===== src/hw/rtl/tup_pkg.sv =====
// ----------------------------------------------------------------------------
// Text to unsigned parser package
// Shared types, character codes and helper functions for the parser.
// ----------------------------------------------------------------------------
`default_nettype none

package tup_pkg;

    // Default sizing
    localparam int TUP_MAX_LEN    = 1024;
    localparam int TUP_VALUE_BITS = 32;

    // Radix register
    localparam int              BASE_W     = 6;
    localparam logic [BASE_W-1:0] BASE_RESET = 6'd10;
    localparam logic [BASE_W-1:0] BASE_AUTO  = 6'd0;
    localparam logic [BASE_W-1:0] BASE_OCT   = 6'd8;
    localparam logic [BASE_W-1:0] BASE_DEC   = 6'd10;
    localparam logic [BASE_W-1:0] BASE_HEX   = 6'd16;

    // Character codes
    localparam logic [7:0] CH_SPACE  = 8'h20;
    localparam logic [7:0] CH_TAB    = 8'h09;
    localparam logic [7:0] CH_CR     = 8'h0D;
    localparam logic [7:0] CH_MINUS  = 8'h2D;
    localparam logic [7:0] CH_PLUS   = 8'h2B;
    localparam logic [7:0] CH_ZERO   = 8'h30;
    localparam logic [7:0] CH_NINE   = 8'h39;
    localparam logic [7:0] CH_UPPER_A = 8'h41;
    localparam logic [7:0] CH_UPPER_Z = 8'h5A;
    localparam logic [7:0] CH_LOWER_A = 8'h61;
    localparam logic [7:0] CH_LOWER_Z = 8'h7A;
    localparam logic [7:0] CH_UPPER_X = 8'h58;
    localparam logic [7:0] CH_LOWER_X = 8'h78;
    localparam logic [7:0] UPPER_BIAS = CH_UPPER_A - 8'd10;
    localparam logic [7:0] LOWER_BIAS = CH_LOWER_A - 8'd10;
    localparam logic [7:0] NO_DIGIT   = 8'hFF;

    // Parse phase
    typedef enum logic [2:0] {
        PH_SPACE,
        PH_SIGNED,
        PH_ZERO,
        PH_DIGITS,
        PH_DONE
    } t_phase;

    // Digit status
    typedef enum logic [1:0] {
        ST_NONE,
        ST_DIGITS,
        ST_OVF
    } t_status;

    // Control part of the parse state
    typedef struct packed {
        t_phase             phase;
        logic               negative;
        t_status            status;
        logic [BASE_W-1:0]  active_base;
    } t_ctrl;

    localparam t_ctrl CTRL_RESET = '{
        phase:       PH_SPACE,
        negative:    1'b0,
        status:      ST_NONE,
        active_base: BASE_AUTO
    };

    // Whitespace: space, tab, newline, vertical tab, form feed, carriage return
    function automatic logic is_space(input logic [7:0] c);
        return (c == CH_SPACE) || ((c >= CH_TAB) && (c <= CH_CR));
    endfunction

    // Digit value of a character, NO_DIGIT for anything else
    function automatic logic [7:0] digit_value(input logic [7:0] c);
        logic [7:0] v;
        v = NO_DIGIT;
        if ((c >= CH_ZERO) && (c <= CH_NINE)) begin
            v = c - CH_ZERO;
        end else if ((c >= CH_UPPER_A) && (c <= CH_UPPER_Z)) begin
            v = c - UPPER_BIAS;
        end else if ((c >= CH_LOWER_A) && (c <= CH_LOWER_Z)) begin
            v = c - LOWER_BIAS;
        end
        return v;
    endfunction

endpackage

`default_nettype wire


===== src/hw/rtl/tup_if.sv =====
// ----------------------------------------------------------------------------
// Text to unsigned parser channels
// Valid/ready channels for radix writes, characters and results.
// ----------------------------------------------------------------------------
`default_nettype none

// Radix register write channel
interface tup_cfg_if;
    logic                       valid;
    logic                       ready;
    logic [tup_pkg::BASE_W-1:0] number_base;

    modport source (output valid, output number_base, input ready);
    modport sink   (input valid, input number_base, output ready);
endinterface

// Character channel
interface tup_in_if;
    logic       valid;
    logic       ready;
    logic [7:0] ch;
    logic       last;

    modport source (output valid, output ch, output last, input ready);
    modport sink   (input valid, input ch, input last, output ready);
endinterface

// Result channel
interface tup_out_if #(
    parameter int VALUE_BITS = tup_pkg::TUP_VALUE_BITS,
    parameter int END_W      = $clog2(tup_pkg::TUP_MAX_LEN + 1)
);
    logic                  valid;
    logic                  ready;
    logic [VALUE_BITS-1:0] value;
    logic                  overflowed;
    logic                  digits_found;
    logic [END_W-1:0]      end_offset;

    modport source (output valid, output value, output overflowed,
                    output digits_found, output end_offset, input ready);
    modport sink   (input valid, input value, input overflowed,
                    input digits_found, input end_offset, output ready);
endinterface

`default_nettype wire


===== src/hw/rtl/tup_step.sv =====
// ----------------------------------------------------------------------------
// Text to unsigned parser step
// Next parse state and result for one character, combinational.
// ----------------------------------------------------------------------------
`default_nettype none

module tup_step #(
    parameter int VALUE_BITS = tup_pkg::TUP_VALUE_BITS,
    parameter int MAX_LEN    = tup_pkg::TUP_MAX_LEN,
    parameter int POS_W      = $clog2(tup_pkg::TUP_MAX_LEN + 1)
) (
    input  wire logic [7:0]                 i_ch,
    input  wire logic                       i_last,
    input  wire logic [tup_pkg::BASE_W-1:0] i_base,
    input  wire tup_pkg::t_ctrl             i_ctrl,
    input  wire logic [VALUE_BITS-1:0]      i_acc,
    input  wire logic [POS_W-1:0]           i_pos,
    input  wire logic [POS_W-1:0]           i_stop,
    output tup_pkg::t_ctrl                  o_ctrl,
    output logic [VALUE_BITS-1:0]           o_acc,
    output logic [POS_W-1:0]                o_pos,
    output logic [POS_W-1:0]                o_stop,
    output logic [VALUE_BITS-1:0]           o_value,
    output logic                            o_overflowed,
    output logic                            o_digits_found,
    output logic [POS_W-1:0]                o_end_offset
);

    localparam int BW   = tup_pkg::BASE_W;
    localparam int PW   = VALUE_BITS + BW;
    localparam logic [POS_W-1:0] POS_MAX = POS_W'(MAX_LEN);
    localparam logic [VALUE_BITS-1:0] OVF_VALUE = {1'b0, {(VALUE_BITS-1){1'b1}}};

    tup_pkg::t_ctrl          mid_ctrl;
    logic [VALUE_BITS-1:0]   mid_acc;
    logic                    take_en;
    logic                    zero_start;
    logic [BW-1:0]           first_base;
    logic [BW-1:0]           zero_base;
    logic [BW-1:0]           digit_base;
    logic [7:0]              digit;
    logic                    digit_stop;
    logic [PW-1:0]           mac;
    logic                    mac_ovf;
    tup_pkg::t_ctrl          dig_ctrl;
    logic [VALUE_BITS-1:0]   dig_acc;
    logic [POS_W-1:0]        dig_stop;
    logic [POS_W-1:0]        pos_inc;

    assign first_base = (i_base == tup_pkg::BASE_AUTO) ? tup_pkg::BASE_DEC : i_base;
    assign zero_base  = (i_base == tup_pkg::BASE_AUTO) ? tup_pkg::BASE_OCT
                                                       : tup_pkg::BASE_HEX;
    assign zero_start = (i_ch == tup_pkg::CH_ZERO) &&
                        ((i_base == tup_pkg::BASE_AUTO) || (i_base == tup_pkg::BASE_HEX));

    // Sign, prefix and phase handling ahead of the digit stage
    always_comb begin
        mid_ctrl = i_ctrl;
        mid_acc  = i_acc;
        take_en  = 1'b0;
        unique case (i_ctrl.phase)
            tup_pkg::PH_SPACE, tup_pkg::PH_SIGNED: begin
                if ((i_ctrl.phase == tup_pkg::PH_SPACE) && tup_pkg::is_space(i_ch)) begin
                    mid_ctrl = i_ctrl;
                end else if ((i_ctrl.phase == tup_pkg::PH_SPACE) &&
                             (i_ch == tup_pkg::CH_MINUS)) begin
                    mid_ctrl.negative = 1'b1;
                    mid_ctrl.phase    = tup_pkg::PH_SIGNED;
                end else if ((i_ctrl.phase == tup_pkg::PH_SPACE) &&
                             (i_ch == tup_pkg::CH_PLUS)) begin
                    mid_ctrl.phase = tup_pkg::PH_SIGNED;
                end else if (zero_start) begin
                    mid_ctrl.phase = tup_pkg::PH_ZERO;
                end else begin
                    mid_ctrl.active_base = first_base;
                    mid_ctrl.phase       = tup_pkg::PH_DIGITS;
                    take_en              = 1'b1;
                end
            end
            tup_pkg::PH_ZERO: begin
                if ((i_ch == tup_pkg::CH_LOWER_X) || (i_ch == tup_pkg::CH_UPPER_X)) begin
                    mid_ctrl.active_base = tup_pkg::BASE_HEX;
                    mid_ctrl.phase       = tup_pkg::PH_DIGITS;
                end else begin
                    // the pending zero counts as a digit, then this char is taken
                    mid_ctrl.active_base = zero_base;
                    mid_ctrl.phase       = tup_pkg::PH_DIGITS;
                    mid_ctrl.status      = tup_pkg::ST_DIGITS;
                    mid_acc              = '0;
                    take_en              = 1'b1;
                end
            end
            tup_pkg::PH_DIGITS: begin
                take_en = 1'b1;
            end
            default: begin
                mid_ctrl = i_ctrl;
            end
        endcase
    end

    // Digit stage: multiply-add by the radix with overflow detect
    assign digit_base = (mid_ctrl.active_base == tup_pkg::BASE_AUTO) ? tup_pkg::BASE_DEC
                                                                     : mid_ctrl.active_base;
    assign digit      = tup_pkg::digit_value(i_ch);
    assign digit_stop = digit >= {2'b00, digit_base};
    assign mac        = ({{BW{1'b0}}, mid_acc} * PW'(digit_base)) + PW'(digit);
    assign mac_ovf    = |mac[PW-1:VALUE_BITS];

    always_comb begin
        dig_ctrl = mid_ctrl;
        dig_acc  = mid_acc;
        dig_stop = i_stop;
        if (take_en) begin
            if (digit_stop) begin
                dig_ctrl.phase = tup_pkg::PH_DONE;
                dig_stop       = i_pos;
            end else if ((mid_ctrl.status == tup_pkg::ST_OVF) || mac_ovf) begin
                dig_ctrl.status = tup_pkg::ST_OVF;
            end else begin
                dig_ctrl.status = tup_pkg::ST_DIGITS;
                dig_acc         = mac[VALUE_BITS-1:0];
            end
        end
    end

    // Position count, end of string and result
    assign pos_inc = (i_pos < POS_MAX) ? i_pos + 1'b1 : POS_MAX;

    always_comb begin
        o_ctrl         = dig_ctrl;
        o_acc          = dig_acc;
        o_pos          = pos_inc;
        o_stop         = dig_stop;
        o_value        = '0;
        o_overflowed   = 1'b0;
        o_digits_found = 1'b0;
        o_end_offset   = '0;
        if (i_last) begin
            // a lone leading zero at the end is a digit of value zero
            if (dig_ctrl.phase == tup_pkg::PH_ZERO) begin
                o_ctrl.phase  = tup_pkg::PH_DIGITS;
                o_ctrl.status = tup_pkg::ST_DIGITS;
                o_acc         = '0;
            end
            o_end_offset = (o_ctrl.phase == tup_pkg::PH_DONE) ? dig_stop : pos_inc;
            if (o_ctrl.status == tup_pkg::ST_NONE) begin
                o_end_offset = '0;
            end
            if (o_ctrl.status == tup_pkg::ST_OVF) begin
                o_value = OVF_VALUE;
            end else if (o_ctrl.negative) begin
                o_value = '0 - o_acc;
            end else begin
                o_value = o_acc;
            end
            o_overflowed   = (o_ctrl.status == tup_pkg::ST_OVF);
            o_digits_found = (o_ctrl.status != tup_pkg::ST_NONE);
            // parse state returns to its reset values
            o_ctrl = tup_pkg::CTRL_RESET;
            o_acc  = '0;
            o_pos  = '0;
            o_stop = '0;
        end
    end

endmodule

`default_nettype wire


===== src/hw/rtl/text_to_unsigned_parser_unit.sv =====
// Throughput: one character per cycle; a last character waits while a result beat
//   is still untaken. The multiply-add by the radix and the overflow check sit in a
//   single stage between the input and result registers, which a last character passes
//   in turn. A string gives one result beat, on its last character.
// Reset: clears the parse state and both stages; the radix returns to 10.
// ----------------------------------------------------------------------------
// Text to unsigned parser unit
// Streams characters into a strtoul style conversion with overflow detect.
// ----------------------------------------------------------------------------
`default_nettype none

module text_to_unsigned_parser_unit #(
    parameter int MAX_LEN    = tup_pkg::TUP_MAX_LEN,
    parameter int VALUE_BITS = tup_pkg::TUP_VALUE_BITS
) (
    input  wire logic    i_clk,
    input  wire logic    i_rst_n,
    tup_cfg_if.sink      i_cfg,
    tup_in_if.sink       i_char,
    tup_out_if.source    o_result
);

    localparam int POS_W = $clog2(MAX_LEN + 1);
    localparam int BW    = tup_pkg::BASE_W;

    // Radix register
    logic [BW-1:0] r_base;

    // Input stage
    logic          r_in_valid;
    logic [7:0]    r_ch;
    logic          r_last;
    logic          stage_fire;

    // Parse state
    tup_pkg::t_ctrl         r_ctrl;
    logic [VALUE_BITS-1:0]  r_acc;
    logic [POS_W-1:0]       r_pos;
    logic [POS_W-1:0]       r_stop;
    tup_pkg::t_ctrl         n_ctrl;
    logic [VALUE_BITS-1:0]  n_acc;
    logic [POS_W-1:0]       n_pos;
    logic [POS_W-1:0]       n_stop;

    // Result stage
    logic                   r_out_valid;
    logic [VALUE_BITS-1:0]  r_value;
    logic                   r_overflowed;
    logic                   r_digits_found;
    logic [POS_W-1:0]       r_end_offset;
    logic [VALUE_BITS-1:0]  n_value;
    logic                   n_overflowed;
    logic                   n_digits_found;
    logic [POS_W-1:0]       n_end_offset;

    // Handshakes: a non-last beat never waits on the result side
    assign stage_fire   = r_in_valid && (!r_last || !r_out_valid || o_result.ready);
    assign i_char.ready = !r_in_valid || stage_fire;
    assign i_cfg.ready  = 1'b1;

    // Radix register write
    always_ff @(posedge i_clk) begin
        if (!i_rst_n) begin
            r_base <= tup_pkg::BASE_RESET;
        end else if (i_cfg.valid) begin
            r_base <= i_cfg.number_base;
        end
    end

    // Input register
    always_ff @(posedge i_clk) begin
        if (!i_rst_n) begin
            r_in_valid <= 1'b0;
        end else if (i_char.ready) begin
            r_in_valid <= i_char.valid;
        end
    end

    always_ff @(posedge i_clk) begin
        if (i_char.valid && i_char.ready) begin
            r_ch   <= i_char.ch;
            r_last <= i_char.last;
        end
    end

    // Per-character step
    tup_step #(
        .VALUE_BITS (VALUE_BITS),
        .MAX_LEN    (MAX_LEN),
        .POS_W      (POS_W)
    ) u_step (
        .i_ch           (r_ch),
        .i_last         (r_last),
        .i_base         (r_base),
        .i_ctrl         (r_ctrl),
        .i_acc          (r_acc),
        .i_pos          (r_pos),
        .i_stop         (r_stop),
        .o_ctrl         (n_ctrl),
        .o_acc          (n_acc),
        .o_pos          (n_pos),
        .o_stop         (n_stop),
        .o_value        (n_value),
        .o_overflowed   (n_overflowed),
        .o_digits_found (n_digits_found),
        .o_end_offset   (n_end_offset)
    );

    // Parse state register
    always_ff @(posedge i_clk) begin
        if (!i_rst_n) begin
            r_ctrl <= tup_pkg::CTRL_RESET;
            r_acc  <= '0;
            r_pos  <= '0;
            r_stop <= '0;
        end else if (stage_fire) begin
            r_ctrl <= n_ctrl;
            r_acc  <= n_acc;
            r_pos  <= n_pos;
            r_stop <= n_stop;
        end
    end

    // Result register
    always_ff @(posedge i_clk) begin
        if (!i_rst_n) begin
            r_out_valid <= 1'b0;
        end else if (stage_fire && r_last) begin
            r_out_valid <= 1'b1;
        end else if (o_result.ready) begin
            r_out_valid <= 1'b0;
        end
    end

    always_ff @(posedge i_clk) begin
        if (stage_fire && r_last) begin
            r_value        <= n_value;
            r_overflowed   <= n_overflowed;
            r_digits_found <= n_digits_found;
            r_end_offset   <= n_end_offset;
        end
    end

    assign o_result.valid        = r_out_valid;
    assign o_result.value        = r_value;
    assign o_result.overflowed   = r_overflowed;
    assign o_result.digits_found = r_digits_found;
    assign o_result.end_offset   = r_end_offset;

endmodule

`default_nettype wire


===== src/flat_wrapper.sv =====
// flat-port wrapper written by rule: the top's interface ports become plain ports
module text_to_unsigned_parser_unit_flat 
#(
    parameter int MAX_LEN    = tup_pkg::TUP_MAX_LEN,
    parameter int VALUE_BITS = tup_pkg::TUP_VALUE_BITS
)
  (i_clk, i_rst_n, i_cfg_valid, i_cfg_number_base, i_cfg_ready, i_char_valid, i_char_ch, i_char_last, i_char_ready, o_result_valid, o_result_value, o_result_overflowed, o_result_digits_found, o_result_end_offset, o_result_ready);
  tup_cfg_if i_cfg_i ();
  tup_in_if i_char_i ();
  tup_out_if #(.VALUE_BITS(VALUE_BITS)) o_result_i ();
  input  wire logic i_clk;
  input  wire logic i_rst_n;
  input wire logic [$bits(i_cfg_i.valid)-1:0] i_cfg_valid;
  input wire logic [$bits(i_cfg_i.number_base)-1:0] i_cfg_number_base;
  output wire logic [$bits(i_cfg_i.ready)-1:0] i_cfg_ready;
  input wire logic [$bits(i_char_i.valid)-1:0] i_char_valid;
  input wire logic [$bits(i_char_i.ch)-1:0] i_char_ch;
  input wire logic [$bits(i_char_i.last)-1:0] i_char_last;
  output wire logic [$bits(i_char_i.ready)-1:0] i_char_ready;
  output wire logic [$bits(o_result_i.valid)-1:0] o_result_valid;
  output wire logic [$bits(o_result_i.value)-1:0] o_result_value;
  output wire logic [$bits(o_result_i.overflowed)-1:0] o_result_overflowed;
  output wire logic [$bits(o_result_i.digits_found)-1:0] o_result_digits_found;
  output wire logic [$bits(o_result_i.end_offset)-1:0] o_result_end_offset;
  input wire logic [$bits(o_result_i.ready)-1:0] o_result_ready;
  assign i_cfg_i.valid = i_cfg_valid;
  assign i_cfg_i.number_base = i_cfg_number_base;
  assign i_cfg_ready = i_cfg_i.ready;
  assign i_char_i.valid = i_char_valid;
  assign i_char_i.ch = i_char_ch;
  assign i_char_i.last = i_char_last;
  assign i_char_ready = i_char_i.ready;
  assign o_result_valid = o_result_i.valid;
  assign o_result_value = o_result_i.value;
  assign o_result_overflowed = o_result_i.overflowed;
  assign o_result_digits_found = o_result_i.digits_found;
  assign o_result_end_offset = o_result_i.end_offset;
  assign o_result_i.ready = o_result_ready;
  text_to_unsigned_parser_unit #(.MAX_LEN(MAX_LEN), .VALUE_BITS(VALUE_BITS)) u_core (.i_clk(i_clk), .i_rst_n(i_rst_n), .i_cfg(i_cfg_i), .i_char(i_char_i), .o_result(o_result_i));
endmodule

===== config.mk =====
export PLATFORM = sky130hd
export DESIGN_NAME = text_to_unsigned_parser_unit_flat
export DESIGN_NICKNAME = d
export VERILOG_FILES = /design/src/hw/rtl/tup_pkg.sv /design/src/hw/rtl/tup_if.sv /design/src/hw/rtl/tup_step.sv /design/src/hw/rtl/text_to_unsigned_parser_unit.sv /design/src/flat_wrapper.sv
export SDC_FILE = /design/constraint.sdc
export NUM_CORES = 1
export LEC_CHECK = 0
export BUFFER_PORTS_ARGS = -buffer_cell sky130_fd_sc_hd__buf_2
export CORE_MARGIN = 5
export CORE_UTILIZATION = 60
export DETAILED_ROUTE_END_ITERATION = 16
export PLACE_DENSITY = 0.76
export SLEW_MARGIN = 20
export SYNTH_ARGS = -nofsm -noshare
export SYNTH_HDL_FRONTEND = slang
export SYNTH_HIERARCHICAL = 1
export SYNTH_SLANG_ARGS = --single-unit

===== constraint.sdc =====
create_clock -name i_clk -period 16.1 [get_ports i_clk]
set_clock_uncertainty 0.05 [all_clocks]
set_input_delay 2.415 -clock i_clk [delete_from_list [all_inputs] [get_ports i_clk]]
set_output_delay 2.415 -clock i_clk [all_outputs]
set_load 0.01 [all_outputs]

# Word level (Yosys, flattened, before mapping)
# Cells that the tools add are included.
dict set report word_totals {
  reg_bits 128
  output_inout_bits 48
  word_cells 134
  input_bits 20
}
dict set report op_classes {
  multipliers 1
  magnitude_cmp 10
  add_sub_neg 6
  muxes 54
  bitwise_logic 1
  n_eq_ne 14
  reduce_logical 31
}
# op count
set op_table {}
lappend op_table {{32-bit 2-to-1 mux} 9}
lappend op_table {{11-bit 2-to-1 mux} 6}
lappend op_table {{38-bit by 8-bit adder with 38-bit output} 1}
lappend op_table {{32-bit by 6-bit multiplier with 38-bit output} 1}
lappend op_table {{6-bit 2-to-1 mux} 6}
lappend op_table {{8-bit by 6-bit equality test with 1-bit output (second input constant)} 4}
lappend op_table {{1-bit by 32-bit subtractor with 32-bit output (first input constant)} 1}
lappend op_table {{31-bit 2-to-1 mux} 1}
lappend op_table {{8-bit 2-to-1 mux} 3}
lappend op_table {{8-bit by 7-bit equality test with 1-bit output (second input constant)} 2}
lappend op_table {{8-bit by 7-bit greater-or-equal comparator with 1-bit output (second input constant)} 2}
lappend op_table {{8-bit by 7-bit <= comparator with 1-bit output (second input constant)} 2}
lappend op_table {{2-bit 2-to-1 mux} 8}
lappend op_table {{8-bit one-hot mux with 2 select lines} 1}
lappend op_table {{8-bit by 6-bit subtractor with 8-bit output (second input constant)} 2}
lappend op_table {{6-bit zero test} 2}
lappend op_table {{12-bit 2-to-1 mux} 1}
lappend op_table {{3-bit 2-to-1 mux} 4}
lappend op_table {{11-bit by 1-bit adder with 11-bit output (second input constant)} 1}
lappend op_table {{1-bit logical AND} 11}
lappend op_table {{11-bit less-than comparator (second input constant)} 1}
lappend op_table {{1-bit 2-to-1 mux} 10}
lappend op_table {{5-bit 2-to-1 mux} 2}
lappend op_table {{3-bit by 2-bit equality test with 1-bit output (second input constant)} 3}
lappend op_table {{21 further kinds} 33}

# Longest topological paths before layout
dict set report depth {
  word_depth 22
  depth_mapped 41
  mapped_depth_nobuf 36
}

# By module
# Netlist, hierarchy kept.
# module seq_area_each_um2 cells_each area_each_um2 instances
set by_module_without_submodules {}
lappend by_module_without_submodules {tup_step 0.0 1515 10715.3 1}
lappend by_module_without_submodules {text_to_unsigned_parser_unit 3103.0 373 4569.4 1}

# Worst setup path after synthesis
# No wires, ideal clock.
dict set report synth_path {
  path_type {register to register}
  from {register u_core.r_ch[5]}
  to {register u_core.r_value[18], in the netlist u_core/o_result.value[18] (data pin)}
  t_required_ns 15.780
  slack_ns 6.592
  period_less_slack_ns 9.508
  path_buffers 9
  path_stages_with_launch 39
  setup_ns 0.270
  t_arrival_ns 9.188
  path_cell_list {edfxtp_1 > ha_1 > clkbuf_1 > o211ai_1 > nand2_1 > clkbuf_1 > clkbuf_1 > buf_1 > clkbuf_1 > buf_1 > nand3_1 > fa_1 > fa_1 > inv_1 > fa_1 > inv_1 > fa_1 > inv_1 > [3 not listed] > o21ai_0 > a21boi_0 > nor3_1 > mux2i_1 > o211ai_1 > nor3_4 > buf_6 > buf_2 > buf_2 > nor2_1 > a21oi_1 > or2_2 > ha_1 > inv_1 > a2111oi_1 > a21oi_1 > xnor2_1 > a21oi_1}
}
dict set report synth_via {
  elab_chain_cells 21
  elab_cells_between_ends 77
  classes_between {add/sub (5); mul (1); order compare (9); eq/ne (9); mux (40); reduce/logical (13)}
}
# element line
set synth_lines {}
lappend synth_lines {{start: declaration} text_to_unsigned_parser_unit.sv:31} ;# logic [7:0] r_ch;
lappend synth_lines {{start signal: assignment} text_to_unsigned_parser_unit.sv:81} ;# r_ch <= i_char.ch;
lappend synth_lines {{parallel branches: the longest is 20 deep, another holds 32-bit by 6-bit multiplier with 38-bit output} n/a}
lappend synth_lines {{31-bit 2-to-1 mux (*)} tup_step.sv:150} ;# if (o_ctrl.status == tup_pkg::ST_OVF) begin
lappend synth_lines {{end signal: assignment} text_to_unsigned_parser_unit.sv:137} ;# r_value <= n_value;
lappend synth_lines {{end: declaration} text_to_unsigned_parser_unit.sv:47} ;# logic [VALUE_BITS-1:0] r_value;
# Mark *: on every way between the ends. The select of a mux whose other input is x is not followed.
# A chain may end at the register's enable or synchronous reset.

# Worst setup path after layout
dict set report layout_path {
  from {register u_core.r_ch[1]}
  to {register u_core.r_value[20], in the netlist u_core/o_result.value[20] (data pin)}
}
# The elaborated chain is that of the path after synthesis.

==> results.ini <==
[outcome]
outcome=finished, final reports clean

[placement]
port_buffers=66
finalWeightedCongestion=0.980
dp_slack_ns=5.60
dpl.hpwl_mm=31.7

[final_layout]
drive_above_1_share_pct=9.84
area.growth.synth_to_final_pct=6.52
multi_input_area_um2=11300
final_cell_mix=nor2_1, nand2_1, a21oi_1
final_common_cell=nor2_1
insertedDiodeCount=0
n_fill_cell=2135
seqCellArea_um2=3100
final_util_pct=64.8
nets=2120

[power_and_ir_drop]
power_density_nw_per_um2=50.8
power.share.clock_pct=45.0
max-vdd-ir-drop_uv=57.9
total_power_uw=827
sw_frac_of_total_pct=29.9
power_frac_seq_pct=42.2
p_int_uw=580
p_leak_uw=0.00703
switchingPower_uw=247
pwr-share-comb_pct=12.8

[synthesis]
synthDistinctLibCells=95
synth_top_cell_area_share_pct=16.5
ys_seq_area_share_pct=20.3
avgSynthCellArea_um2=8.10
synth_ff_type=dfxtp_1
yosysWarnings=6
yosys_register_bits=128
syn-num-nets=2131
synth_top_area_cell=fa_1
yosys-top-cells-area=fa_1, edfxtp_1, dfxtp_1
async_reset_ff_share_pct=0
synth_edf_count=54
syn_area_um2=15300
synthCells=1888

[drt]
drcViolationCount=0
antenna_left=0
wl_mm=42.3
routedWlPerCell_um=19.0
avgViaCountPerCell=6.20
drt_iter0_markers=1191
drtPass1Iterations=8
vias=13769

[timing]
fin_crit_ns=10.71
hold_viol=0
rsz0062_at_grt=false
timing.slew.headroom_pct=25.9
drv_slew=0
setup_ws_ns=5.39
fin_crit_sh_pct=66.5
tns_ns=0
whs_ns=0.413
fmax_ghz=0.0934
setup_violations=0
worst_slew_pin_slew_ns=1.11

[global_routing]
grt.total_usage_pct=29.4
grt_pass1_wl_mm=69.1
top_usage_layer=met2
grt_pass1_vias=13570
use_met3_pct=3.75
grt_max_degree=115
antenna_found_initial=0
use_met1_pct=37.5
overflow=0
met2_usage_pct=50.0

[clocking]
clkSinkCount=128
cts_htree_levels=4
ctsHoldBuffers=0
postCtsSetupBuffers=0
clk_pin_slew_worst_paths_ns=0.06
post_cts_resized=0
cts-root-buf=clkbuf_16
cts_buffers=17
worstSkewPairLatency_ns=0.42
clock_path_buffers=2
cts_tree=done

[job]
maxCapViolations=0

[worst_setup_path]
critPathSlowestCell=a2111oi_0
critPathKind=flip-flop to flip-flop
cp-end-kind=flip-flop
startpoint_type=flip-flop
ff2ff_setup_slack_ns=5.39
crit_arrival_ns=10.79
slowest_delay_ns=0.84
crit_required_ns=16.18
critical_path_peak_fanout=49

[floorplan]
die-area_um2=28800
ios=68
die_x_um=170
start_util_pct=60.9
core-area_um2=25100
num_rows=58
die_h_um=170

[hold_path]
hold_path.class=flip-flop to flip-flop

## Yosys cell counts (17+ instances only)
cell type	instances
clkbuf_1	76
a21oi_1	136
edfxtp_1	54
and3_1	17
dfxtp_1	74
inv_1	100
fa_1	126
xnor2_1	35
nand3_1	43
a31oi_1	28
xor2_1	24
nor3_1	40
nand2_1	247
a21o_1	18
or2_2	20
mux2i_1	91
ha_1	97
nor2_1	311
o21ai_0	65
buf_2	17
## cells by family (layout without fill, tap and decap cells)
| logic type | after synthesis | in the layout | synth area share, % |
|---|---|---|---|
| compound gates | 376 | 376 | 16.4 |
| xor+xnor | 59 | 59 | 3.38 |
| fa+ha+maj | 223 | 223 | 24.4 |
| buf+inv | 215 | 217 | 5.84 |
| flops | 128 | 128 | 20.3 |
| mux | 102 | 102 | 6.77 |
| other cells | 1 | 1 | 0.0245 |
| simple gates | 784 | 784 | 22.9 |
## worst max-delay path, delay by kind of cell (launching register included)
| family | cells | cell delay [ns] |
|---|---|---|
| buffers and inverters | 6 | 1.41 |
| AO/OA/AOI/OAI | 11 | 3.64 |
| adder cells (fa/ha/maj) | 7 | 3.00 |
| AND/OR/NAND/NOR | 8 | 1.41 |
| XOR/XNOR | 2 | 0.40 |
| flip-flops | 1 | 0.48 |
## flip-flops by register name, indices dropped and copies added, names as in the netlist
name / count
u_core/r_in_valid: 1
u_core/o_result.end_offset: 11
u_core/o_result.valid: 1
u_core/r_last: 1
u_core/r_ch: 8
u_core/r_pos: 11
u_core/r_ctrl: 12
u_core/o_result.value: 32
u_core/o_result.overflowed: 1
u_core/r_stop: 11
u_core/r_acc: 32
u_core/o_result.digits_found: 1
u_core/r_base: 6
## routing by layer
metal / vias up / wire length (µm)
met5: - / 0
met4: 0 / 1940
met3: 98 / 2640
met2: 578 / 20500
met1: 6606 / 17200
li1: 6487 / -
## path summary, 6_finish.rpt
path / startpoint / to / cells past startpoint
max: u_core/r_ch[1] / u_core/o_result.value[20] / 34
min reg2reg: u_core/r_acc[28] / u_core/r_acc[28] / 2
min: u_core/r_acc[28] / u_core/r_acc[28] / 2
max reg2reg: u_core/r_ch[1] / u_core/o_result.value[20] / 34
## per-stage QoR
| stage | instances | instance area, µm² |
|---|---|---|
| floorplan | 1888 | 15300 |
| global placement | 2187 | 15700 |
| detailed placement | 2187 | 15700 |
| CTS | 2219 | 16300 |
| global route | 2220 | 16300 |
| finish | 2220 | 16300 |
## area by class of cell
type,instances,share of cell area (%)
sequential,128,19.1
clock inverter,15,0.868
multi-input combinational,1545,69.7
timing repair buffer,82,2.86
inverter,103,2.37
tap,330,2.54
clock buffer,17,2.61
## power by group through the flow
stage / Sequential [µW] / Combinational, µW / Clock (µW)
finish: 349 / 106 / 372
global route: 350 / 114 / 394
CTS: 349 / 103 / 377
detailed placement: 356 / 103 / 0
global placement: 356 / 102 / 0
floorplan: 354 / 76.4 / 0
(Power assumes the default switching activity.)
